File: config.mk
export PLATFORM = sky130hd
export DESIGN_NAME = i8080_alu_with_flags
export DESIGN_NICKNAME = d
export VERILOG_FILES = /design/src/design/i8080alu_pkg.sv /design/src/design/i8080_alu_with_flags.sv /design/src/design/i8080alu_exec.sv /design/src/design/i8080alu_adjust.sv /design/src/design/i8080alu_flags.sv
export VERILOG_INCLUDE_DIRS = /design/src /design/src/design
export SDC_FILE = /design/constraint.sdc
export NUM_CORES = 1
export LEC_CHECK = 0
export BUFFER_PORTS_ARGS = -buffer_cell sky130_fd_sc_hd__buf_4
export CAP_MARGIN = 20
export CELL_PAD_IN_SITES_DETAIL_PLACEMENT = 0
export CELL_PAD_IN_SITES_GLOBAL_PLACEMENT = 1
export CORE_AREA = 10 10 123 170
export CTS_BUF_LIST = sky130_fd_sc_hd__clkbuf_8
export CTS_CLUSTER_SIZE = 30
export DETAILED_ROUTE_END_ITERATION = 10
export DIE_AREA = 0 0 133 180
export PLACE_DENSITY = 0.7
export SKIP_LAST_GASP = 1
export SYNTH_ARGS = -nofsm -noshare
export SYNTH_HDL_FRONTEND = slang
export SYNTH_SLANG_ARGS = --single-unit
File: constraint.sdc
create_clock -name i_clk -period 4.9 [get_ports i_clk]
set_input_delay 0.735 -clock i_clk [delete_from_list [all_inputs] [get_ports i_clk]]
set_output_delay 0.735 -clock i_clk [all_outputs]
set_load 0.05 [all_outputs]
File: src/design/i8080_alu_with_flags_defines.svh
// ----------------------------------------------------------------------------
// i8080 alu assertion macros
// shared property templates for the concurrent checks of the alu pipeline
// ----------------------------------------------------------------------------
`ifndef I8080_ALU_WITH_FLAGS_DEFINES_SVH
`define I8080_ALU_WITH_FLAGS_DEFINES_SVH

// same-cycle implication, disabled while reset is asserted
`define I8080_ASSERT_IMP(lbl, clk, rst_n, ante, cons, msg) \
    lbl: assert property (@(posedge clk) disable iff (!rst_n) (ante) |-> (cons)) \
        else $error(msg);

// next-cycle implication, disabled while reset is asserted
`define I8080_ASSERT_NXT(lbl, clk, rst_n, ante, cons, msg) \
    lbl: assert property (@(posedge clk) disable iff (!rst_n) (ante) |=> (cons)) \
        else $error(msg);

`endif

File: src/design/i8080alu_pkg.sv
// ----------------------------------------------------------------------------
// i8080 alu package
// operation codes, flag bit positions, adjust constants and stage payloads
// ----------------------------------------------------------------------------
package i8080alu_pkg;

    typedef enum logic [4:0] {
        OP_ADD = 5'd0,
        OP_ADC = 5'd1,
        OP_SUB = 5'd2,
        OP_SBB = 5'd3,
        OP_ANA = 5'd4,
        OP_XRA = 5'd5,
        OP_ORA = 5'd6,
        OP_CMP = 5'd7,
        OP_INR = 5'd8,
        OP_DCR = 5'd9,
        OP_RLC = 5'd10,
        OP_RRC = 5'd11,
        OP_RAL = 5'd12,
        OP_RAR = 5'd13,
        OP_DAA = 5'd14,
        OP_CMA = 5'd15,
        OP_STC = 5'd16,
        OP_CMC = 5'd17,
        OP_DAD = 5'd18
    } t_alu_op;

    // flag byte layout
    localparam int FL_S  = 7;
    localparam int FL_Z  = 6;
    localparam int FL_AC = 4;
    localparam int FL_P  = 2;
    localparam int FL_CY = 0;

    // decimal adjust
    localparam logic [7:0] DAA_LO_ADJ = 8'h06;
    localparam logic [7:0] DAA_HI_ADJ = 8'h60;
    localparam logic [3:0] BCD_MAX    = 4'h9;

    typedef struct packed {
        logic [4:0]  func;
        logic [7:0]  acc_in;
        logic [7:0]  operand;
        logic [7:0]  flags_in;
        logic [15:0] word_a;
        logic [15:0] word_b;
    } t_alu_item;

    // execute -> adjust
    typedef struct packed {
        logic [7:0]  res;
        logic [7:0]  zval;
        logic [7:0]  flags;
        logic        zsp_en;
        logic        daa_hi;
        logic [15:0] wsum;
    } t_exec_out;

    // adjust -> flag stage
    typedef struct packed {
        logic [7:0]  res;
        logic [7:0]  zval;
        logic [7:0]  flags;
        logic        zsp_en;
        logic [15:0] wsum;
    } t_adj_out;

    typedef struct packed {
        logic [15:0] word_sum;
        logic [7:0]  flags_out;
        logic [7:0]  result;
    } t_alu_result;

endpackage

File: src/design/i8080_alu_with_flags.sv
// ----------------------------------------------------------------------------
// i8080 alu with flags
// 8080 arithmetic-logic unit with flag update, three-stage stream pipeline
// ----------------------------------------------------------------------------
// Takes one operation per clock while no stage is stalled and returns one
// result per operation, in order, through the execute, decimal adjust and
// flag/output register stages. Every stage carries its own valid bit and loads
// whenever it is empty or the stage after it moves, so bubbles close up and
// a new transaction is taken while a finished result still waits in the
// output register, as long as some stage ahead of it is free. The longest
// path is the execute stage: the 9-bit add/subtract and the 16-bit double
// add in parallel followed by the result select. Flag bits an operation
// does not touch, including the unused bits 5, 3 and 1, pass through.
`include "i8080_alu_with_flags_defines.svh"

module i8080_alu_with_flags (
    input  logic        i_clk,
    input  logic        i_rst_n,
    // input stream
    input  logic        s_axis_tvalid,
    output logic        s_axis_tready,
    // func[4:0], acc_in[12:5], operand[20:13], flags_in[28:21],
    // word_a[44:29], word_b[60:45], zero pad[63:61]
    input  logic [63:0] s_axis_tdata,
    // result stream
    output logic        m_axis_tvalid,
    input  logic        m_axis_tready,
    // result[7:0], flags_out[15:8], word_sum[31:16]
    output logic [31:0] m_axis_tdata
);

    i8080alu_pkg::t_alu_item   s_item;
    i8080alu_pkg::t_exec_out   exec_data;
    i8080alu_pkg::t_adj_out    adj_data;
    i8080alu_pkg::t_alu_result out_data;

    logic exec_valid;
    logic adj_ready;
    logic adj_valid;
    logic flg_ready;

    // unpack the input transaction
    assign s_item.func     = s_axis_tdata[4:0];
    assign s_item.acc_in   = s_axis_tdata[12:5];
    assign s_item.operand  = s_axis_tdata[20:13];
    assign s_item.flags_in = s_axis_tdata[28:21];
    assign s_item.word_a   = s_axis_tdata[44:29];
    assign s_item.word_b   = s_axis_tdata[60:45];

    // stage 1: decode, adder, logic, rotates, low decimal fix, double add
    i8080alu_exec u_exec (
        .i_clk   (i_clk),
        .i_rst_n (i_rst_n),
        .i_valid (s_axis_tvalid),
        .o_ready (s_axis_tready),
        .i_item  (s_item),
        .o_valid (exec_valid),
        .i_ready (adj_ready),
        .o_data  (exec_data)
    );

    // stage 2: high decimal fix
    i8080alu_adjust u_adjust (
        .i_clk   (i_clk),
        .i_rst_n (i_rst_n),
        .i_valid (exec_valid),
        .o_ready (adj_ready),
        .i_data  (exec_data),
        .o_valid (adj_valid),
        .i_ready (flg_ready),
        .o_data  (adj_data)
    );

    // stage 3: sign/zero/parity, output register
    i8080alu_flags u_flags (
        .i_clk   (i_clk),
        .i_rst_n (i_rst_n),
        .i_valid (adj_valid),
        .o_ready (flg_ready),
        .i_data  (adj_data),
        .o_valid (m_axis_tvalid),
        .i_ready (m_axis_tready),
        .o_data  (out_data)
    );

    // pack the output transaction
    assign m_axis_tdata = {out_data.word_sum, out_data.flags_out, out_data.result};

    // an empty output register means the whole pipeline can take a transaction
    `I8080_ASSERT_IMP(a_ready_when_out_empty, i_clk, i_rst_n, !m_axis_tvalid, s_axis_tready, "input stalled with empty output stage")

    // a transfer from execute into adjust must show up as valid in the next cycle
    `I8080_ASSERT_NXT(a_exec_to_adjust, i_clk, i_rst_n, exec_valid && adj_ready, adj_valid, "item lost between execute and adjust")

    // the high decimal fix only ever comes with a sign/zero/parity update
    `I8080_ASSERT_IMP(a_daa_hi_sets_zsp, i_clk, i_rst_n, exec_valid && exec_data.daa_hi, exec_data.zsp_en, "decimal fix without flag update")

endmodule

File: src/design/i8080alu_exec.sv
// ----------------------------------------------------------------------------
// i8080 alu execute stage
// decodes the operation, runs the 8-bit adder, logic, rotates, the low
// decimal adjust and the 16-bit double add, then registers the outcome
// ----------------------------------------------------------------------------
module i8080alu_exec (
    input  logic                    i_clk,
    input  logic                    i_rst_n,
    input  logic                    i_valid,
    output logic                    o_ready,
    input  i8080alu_pkg::t_alu_item i_item,
    output logic                    o_valid,
    input  logic                    i_ready,
    output i8080alu_pkg::t_exec_out o_data
);

    i8080alu_pkg::t_alu_op   op;
    i8080alu_pkg::t_exec_out n_data;
    i8080alu_pkg::t_exec_out r_data;
    logic                    r_valid;

    logic [7:0]  a;
    logic [7:0]  d;
    logic [7:0]  f;
    logic        cy;
    logic        is_sub;
    logic [7:0]  add_b;
    logic        add_cin;
    logic [8:0]  add_sum;
    logic        add_hc;
    logic        add_cy;
    logic [7:0]  inc_dec;
    logic        lo_big;
    logic        daa_lo_fix;
    logic        daa_hi_fix;
    logic [7:0]  daa_lo_sum;
    logic [16:0] wsum17;

    assign op = i8080alu_pkg::t_alu_op'(i_item.func);
    assign a  = i_item.acc_in;
    assign d  = i_item.operand;
    assign f  = i_item.flags_in;
    assign cy = f[i8080alu_pkg::FL_CY];

    // one shared adder for add, subtract and compare
    assign is_sub = (op == i8080alu_pkg::OP_SUB) || (op == i8080alu_pkg::OP_SBB) ||
                    (op == i8080alu_pkg::OP_CMP);
    assign add_b  = is_sub ? ~d : d;

    always_comb begin
        case (op)
            i8080alu_pkg::OP_ADC: add_cin = cy;
            i8080alu_pkg::OP_SBB: add_cin = ~cy;
            i8080alu_pkg::OP_SUB,
            i8080alu_pkg::OP_CMP: add_cin = 1'b1;
            default:              add_cin = 1'b0;
        endcase
    end

    assign add_sum = {1'b0, a} + {1'b0, add_b} + {8'd0, add_cin};
    assign add_hc  = add_sum[4] ^ a[4] ^ add_b[4];
    // borrow is the inverted carry on subtract
    assign add_cy  = add_sum[8] ^ is_sub;

    assign inc_dec = (op == i8080alu_pkg::OP_DCR) ? (d - 8'd1) : (d + 8'd1);

    // low nibble of decimal adjust; high nibble finishes in the next stage
    assign lo_big     = a[3:0] > i8080alu_pkg::BCD_MAX;
    assign daa_lo_fix = lo_big || f[i8080alu_pkg::FL_AC];
    assign daa_hi_fix = (a[7:4] > i8080alu_pkg::BCD_MAX) || cy ||
                        ((a[7:4] >= i8080alu_pkg::BCD_MAX) && lo_big);
    assign daa_lo_sum = a + i8080alu_pkg::DAA_LO_ADJ;

    assign wsum17 = {1'b0, i_item.word_a} + {1'b0, i_item.word_b};

    always_comb begin
        n_data        = '0;
        n_data.res    = a;
        n_data.zval   = a;
        n_data.flags  = f;
        n_data.zsp_en = 1'b0;
        n_data.daa_hi = 1'b0;
        n_data.wsum   = '0;
        unique case (op) inside
            i8080alu_pkg::OP_ADD, i8080alu_pkg::OP_ADC,
            i8080alu_pkg::OP_SUB, i8080alu_pkg::OP_SBB: begin
                n_data.res                       = add_sum[7:0];
                n_data.zval                      = add_sum[7:0];
                n_data.zsp_en                    = 1'b1;
                n_data.flags[i8080alu_pkg::FL_AC] = add_hc;
                n_data.flags[i8080alu_pkg::FL_CY] = add_cy;
            end
            i8080alu_pkg::OP_CMP: begin
                n_data.zval                      = add_sum[7:0];
                n_data.zsp_en                    = 1'b1;
                n_data.flags[i8080alu_pkg::FL_AC] = add_hc;
                n_data.flags[i8080alu_pkg::FL_CY] = add_cy;
            end
            i8080alu_pkg::OP_ANA: begin
                n_data.res                       = a & d;
                n_data.zval                      = a & d;
                n_data.zsp_en                    = 1'b1;
                n_data.flags[i8080alu_pkg::FL_AC] = a[3] | d[3];
                n_data.flags[i8080alu_pkg::FL_CY] = 1'b0;
            end
            i8080alu_pkg::OP_XRA: begin
                n_data.res                       = a ^ d;
                n_data.zval                      = a ^ d;
                n_data.zsp_en                    = 1'b1;
                n_data.flags[i8080alu_pkg::FL_AC] = 1'b0;
                n_data.flags[i8080alu_pkg::FL_CY] = 1'b0;
            end
            i8080alu_pkg::OP_ORA: begin
                n_data.res                       = a | d;
                n_data.zval                      = a | d;
                n_data.zsp_en                    = 1'b1;
                n_data.flags[i8080alu_pkg::FL_AC] = 1'b0;
                n_data.flags[i8080alu_pkg::FL_CY] = 1'b0;
            end
            i8080alu_pkg::OP_INR: begin
                n_data.res                       = inc_dec;
                n_data.zval                      = inc_dec;
                n_data.zsp_en                    = 1'b1;
                n_data.flags[i8080alu_pkg::FL_AC] = (inc_dec[3:0] == 4'h0);
            end
            i8080alu_pkg::OP_DCR: begin
                n_data.res                       = inc_dec;
                n_data.zval                      = inc_dec;
                n_data.zsp_en                    = 1'b1;
                n_data.flags[i8080alu_pkg::FL_AC] = (inc_dec[3:0] != 4'hf);
            end
            i8080alu_pkg::OP_RLC: begin
                n_data.res                       = {a[6:0], a[7]};
                n_data.flags[i8080alu_pkg::FL_CY] = a[7];
            end
            i8080alu_pkg::OP_RRC: begin
                n_data.res                       = {a[0], a[7:1]};
                n_data.flags[i8080alu_pkg::FL_CY] = a[0];
            end
            i8080alu_pkg::OP_RAL: begin
                n_data.res                       = {a[6:0], cy};
                n_data.flags[i8080alu_pkg::FL_CY] = a[7];
            end
            i8080alu_pkg::OP_RAR: begin
                n_data.res                       = {cy, a[7:1]};
                n_data.flags[i8080alu_pkg::FL_CY] = a[0];
            end
            i8080alu_pkg::OP_DAA: begin
                n_data.res    = daa_lo_fix ? daa_lo_sum : a;
                n_data.zval   = daa_lo_fix ? daa_lo_sum : a;
                n_data.zsp_en = 1'b1;
                n_data.daa_hi = daa_hi_fix;
                // carry out of the low nibble only when it gets corrected
                n_data.flags[i8080alu_pkg::FL_AC] = daa_lo_fix ? lo_big :
                                                    f[i8080alu_pkg::FL_AC];
                n_data.flags[i8080alu_pkg::FL_CY] = cy | daa_hi_fix;
            end
            i8080alu_pkg::OP_CMA: begin
                n_data.res = ~a;
            end
            i8080alu_pkg::OP_STC: begin
                n_data.flags[i8080alu_pkg::FL_CY] = 1'b1;
            end
            i8080alu_pkg::OP_CMC: begin
                n_data.flags[i8080alu_pkg::FL_CY] = ~cy;
            end
            i8080alu_pkg::OP_DAD: begin
                n_data.wsum                      = wsum17[15:0];
                n_data.flags[i8080alu_pkg::FL_CY] = wsum17[16];
            end
            default: begin
                n_data.res = a;
            end
        endcase
    end

    assign o_ready = !r_valid || i_ready;

    always_ff @(posedge i_clk) begin
        if (!i_rst_n) begin
            r_valid <= 1'b0;
        end else if (o_ready) begin
            r_valid <= i_valid;
        end
    end

    always_ff @(posedge i_clk) begin
        if (i_valid && o_ready) begin
            r_data <= n_data;
        end
    end

    assign o_valid = r_valid;
    assign o_data  = r_data;

endmodule

File: src/design/i8080alu_adjust.sv
// ----------------------------------------------------------------------------
// i8080 alu adjust stage
// applies the high-nibble decimal correction and registers the result
// ----------------------------------------------------------------------------
module i8080alu_adjust (
    input  logic                    i_clk,
    input  logic                    i_rst_n,
    input  logic                    i_valid,
    output logic                    o_ready,
    input  i8080alu_pkg::t_exec_out i_data,
    output logic                    o_valid,
    input  logic                    i_ready,
    output i8080alu_pkg::t_adj_out  o_data
);

    i8080alu_pkg::t_adj_out n_data;
    i8080alu_pkg::t_adj_out r_data;
    logic                   r_valid;
    logic [7:0]             hi_sum;

    assign hi_sum = i_data.res + i8080alu_pkg::DAA_HI_ADJ;

    always_comb begin
        n_data        = '0;
        n_data.res    = i_data.daa_hi ? hi_sum : i_data.res;
        n_data.zval   = i_data.daa_hi ? hi_sum : i_data.zval;
        n_data.flags  = i_data.flags;
        n_data.zsp_en = i_data.zsp_en;
        n_data.wsum   = i_data.wsum;
    end

    assign o_ready = !r_valid || i_ready;

    always_ff @(posedge i_clk) begin
        if (!i_rst_n) begin
            r_valid <= 1'b0;
        end else if (o_ready) begin
            r_valid <= i_valid;
        end
    end

    always_ff @(posedge i_clk) begin
        if (i_valid && o_ready) begin
            r_data <= n_data;
        end
    end

    assign o_valid = r_valid;
    assign o_data  = r_data;

endmodule

File: src/design/i8080alu_flags.sv
// ----------------------------------------------------------------------------
// i8080 alu flag stage
// forms sign, zero and parity and holds the finished result for output
// ----------------------------------------------------------------------------
module i8080alu_flags (
    input  logic                      i_clk,
    input  logic                      i_rst_n,
    input  logic                      i_valid,
    output logic                      o_ready,
    input  i8080alu_pkg::t_adj_out    i_data,
    output logic                      o_valid,
    input  logic                      i_ready,
    output i8080alu_pkg::t_alu_result o_data
);

    i8080alu_pkg::t_alu_result n_data;
    i8080alu_pkg::t_alu_result r_data;
    logic                      r_valid;

    always_comb begin
        n_data           = '0;
        n_data.result    = i_data.res;
        n_data.word_sum  = i_data.wsum;
        n_data.flags_out = i_data.flags;
        if (i_data.zsp_en) begin
            n_data.flags_out[i8080alu_pkg::FL_S] = i_data.zval[7];
            n_data.flags_out[i8080alu_pkg::FL_Z] = (i_data.zval == 8'd0);
            // set on even parity
            n_data.flags_out[i8080alu_pkg::FL_P] = ~^i_data.zval;
        end
    end

    assign o_ready = !r_valid || i_ready;

    always_ff @(posedge i_clk) begin
        if (!i_rst_n) begin
            r_valid <= 1'b0;
        end else if (o_ready) begin
            r_valid <= i_valid;
        end
    end

    always_ff @(posedge i_clk) begin
        if (i_valid && o_ready) begin
            r_data <= n_data;
        end
    end

    assign o_valid = r_valid;
    assign o_data  = r_data;

endmodule

==> impl_metrics.ini <==
[run_status]
status = complete, no violations

[power]
ir_drop_v = 0.0001705
power_frac_seq_pct = 46.6
p_leak_uw = 0.003386
intPower_uw = 1864
net-switching-power_uw = 717.7
pwr-share-clk_pct = 34.8
power.density_nw_per_um2 = 307.4
pwr-share-comb_pct = 18.6
p_sw_share_pct = 27.80

[synthesis]
synth_area_leader_cell = edfxtp_1
synth_fp_nets = 733
ys_types = 78
yosys-top-cells-count = edfxtp_1, nor2_1, ha_1, inv_1, a21oi_1
synth_top_area_share_pct = 49.28
synth_area_per_cell_sq_um = 11.53
ys_async_sr_fraction_pct = 0
syn_area_sq_um = 7008
synth-seq-cells = 118
synth_area_leaders = edfxtp_1, ha_1, xnor2_1, nor2_1, inv_1
yosysMostFrequentCell = edfxtp_1
ys_seq_area_share_pct = 50.13
synth_cells = 608
synth_edf_count = 115
ys_warn_count = 0
synth-main-ff-cell = edfxtp_1

[cts]
cts_tree = done
cts_buffer_depth = 2
cts.sinks = 118
cts_buffers = 17
cts_hold_buf = 0
path_clk_slew_ns = 0.08
post-cts-setup-buffers = 0
cts_resized = 0
htree_levels = 4
clockRootBuffer = clkbuf_8
clock_latency_ns = 0.42

[global_route]
grt_start_max_net_pins = 43
grt_pass1_wl_microns = 26180
grt_pass1_vias = 5025
grt_overflow_total = 0
grt_usage_pct = 13.51
antenna_found_initial = 0

[worst_setup_path]
path_class = in -> reg
crit_slowest_cell = fa_1
arrival_ns = 4.05
cp-end-kind = flop
cp-start-kind = primary input
cp_max_fo = 24
critical_path_buf_inv_count = 2
crit_chain = buf_4 > nand2_1 > nand2_1 > and2_1 > nand2_2 > xnor2_1 > fa_1 > inv_1 > fa_1 > a211oi_1 > o21bai_1 > a21oi_1 > a21oi_1 > mux2i_1 > o32a_1
critical_path.max_stage_delay_ns = 0.42
path_delay_family = compound AO/OA/AOI/OAI gates
required_ns = 5.07

[routing]
ant_nets = 0
wl_microns = 16390
drc_errors = 0
wire_per_inst_microns = 17.05
dr.pass1.iters = 5
drt_iter0_markers = 201
vias = 5030
vias_per_cell = 5.234

[sta]
fin_skew_ns = 0.01140
fin_crit_sh_pct = 79.21
slew_viol_final = 0
tns_ns = 0
slew_headroom_pct = 41.14
setup_viol = 0
max_freq_mhz = 257.6
hold_slack_ns = 0.4161
rsz0062_at_grt = no
final.min_clock_period_ns = 3.881
hold_violations = 0
worst_slack_ns = 1.019
worst_slew_pin_slew_ns = 0.8810

[final_layout]
area_delta_synth_final_pct = 19.84
nets = 833
num_antenna_cells = 0
layout-drive-gt1-share_pct = 23.02

[place]
pre_cts_slack_ns = 0.5453
gp_congestion = 0.8621
io_buffers = 98
dp_hpwl_microns = 12920

[floorplan]
die_h_microns = 180
start_util_pct = 39.42
rows = 58
ios = 102
core_region_area_sq_um = 17780
die_area_sq_um = 23940
die_width_microns = 133

[min_path]
min_path_type = reg -> reg

[run]
max-cap-violations = 0
final cells by class:
cell class	instances	area, sq um
Sequential cell	118	3513
Fill cell	1650	9382
Clock buffer	17	234.0
Tap cell	240	300.3
Inverter	43	161.4
Timing Repair Buffer	102	765.7
Multi-Input combinational cell	426	3242
Clock inverter	15	181.4
final timing paths:
check,slack [ns],cells after the start,startpoint,endpoint
setup / recovery,1.02,15,s_axis_tdata[0],u_exec.o_data[18]
hold / removal,0.42,0,u_exec.o_data[18],u_adjust.o_data[17]
setup reg to reg,3.16,3,u_flags.o_valid,u_exec.o_data[24]
hold reg to reg,0.42,0,u_exec.o_data[18],u_adjust.o_data[17]
layer usage:
layer,vias up,share of wire (%),track usage [%],routed length (microns)
met4,0,1.2,4.545,204
met3,12,4.7,3.153,778
met5,-,0,0,0
met1,2406,40,15.14,6521
li1,2459,-,-,-
met2,153,54,24.35,8884
power groups by stage:
| stage | Sequential [uW] | Combinational, uW | Clock [uW] |
|---|---|---|---|
| floorplan | 1250 | 311 | 0 |
| CTS | 1200 | 484 | 927 |
| detailed placement | 1230 | 481 | 0 |
| finish | 1200 | 479 | 899 |
| global placement | 1220 | 475 | 0 |
| global route | 1210 | 529 | 973 |
sequential cells by signal (all words and copies together), names as in the netlist:
signal,flops
u_adjust.o_data,41
u_exec.o_valid,1
u_flags.o_data,32
u_exec.o_data,42
u_flags.o_valid,1
u_adjust.o_valid,1
through the flow:
step | instances | total power, uW | instance area (sq um) | util (%)
2_1_floorplan | 608 | 1558 | 7008 | -
3_3_place_gp | 929 | 1699 | 7983 | 44.90
3_5_place_dp | 929 | 1707 | 7983 | 44.90
4_1_cts | 961 | 2615 | 8398 | 47.23
5_1_grt | 961 | 2711 | 8398 | 47.23
6_report | 961 | 2581 | 8398 | 47.23
cell usage in the layout (no fill, tap or decap), types with 16 or more instances in the layout:
master,n
a21oi_1,30
buf_4,102
clkbuf_8,17
edfxtp_1,115
ha_1,53
inv_1,42
nand2_1,27
nor2_1,59
nor2b_1,16
xnor2_1,28
cells by family (layout without fill, tap and decap cells):
| logic type | count (synthesis) | count (layout) | share of synthesized area (%) |
|---|---|---|---|
| AND/OR/NAND/NOR | 162 | 162 | 11.64 |
| AO/OA/AOI/OAI | 141 | 141 | 14.62 |
| flip-flops | 118 | 118 | 50.13 |
| buffers and inverters | 64 | 177 | 4.088 |
| adder cells (fa/ha/maj) | 57 | 57 | 10.61 |
| XOR/XNOR | 41 | 41 | 5.124 |
| multiplexers | 25 | 25 | 3.785 |
worst register-to-register path: stages, from the launching register on:
cell     delay [ns]
dfxtp_1        0.32
nor2b_1        0.61
a31oi_4        0.14
buf_4          0.31
(Power assumes the default switching activity.)
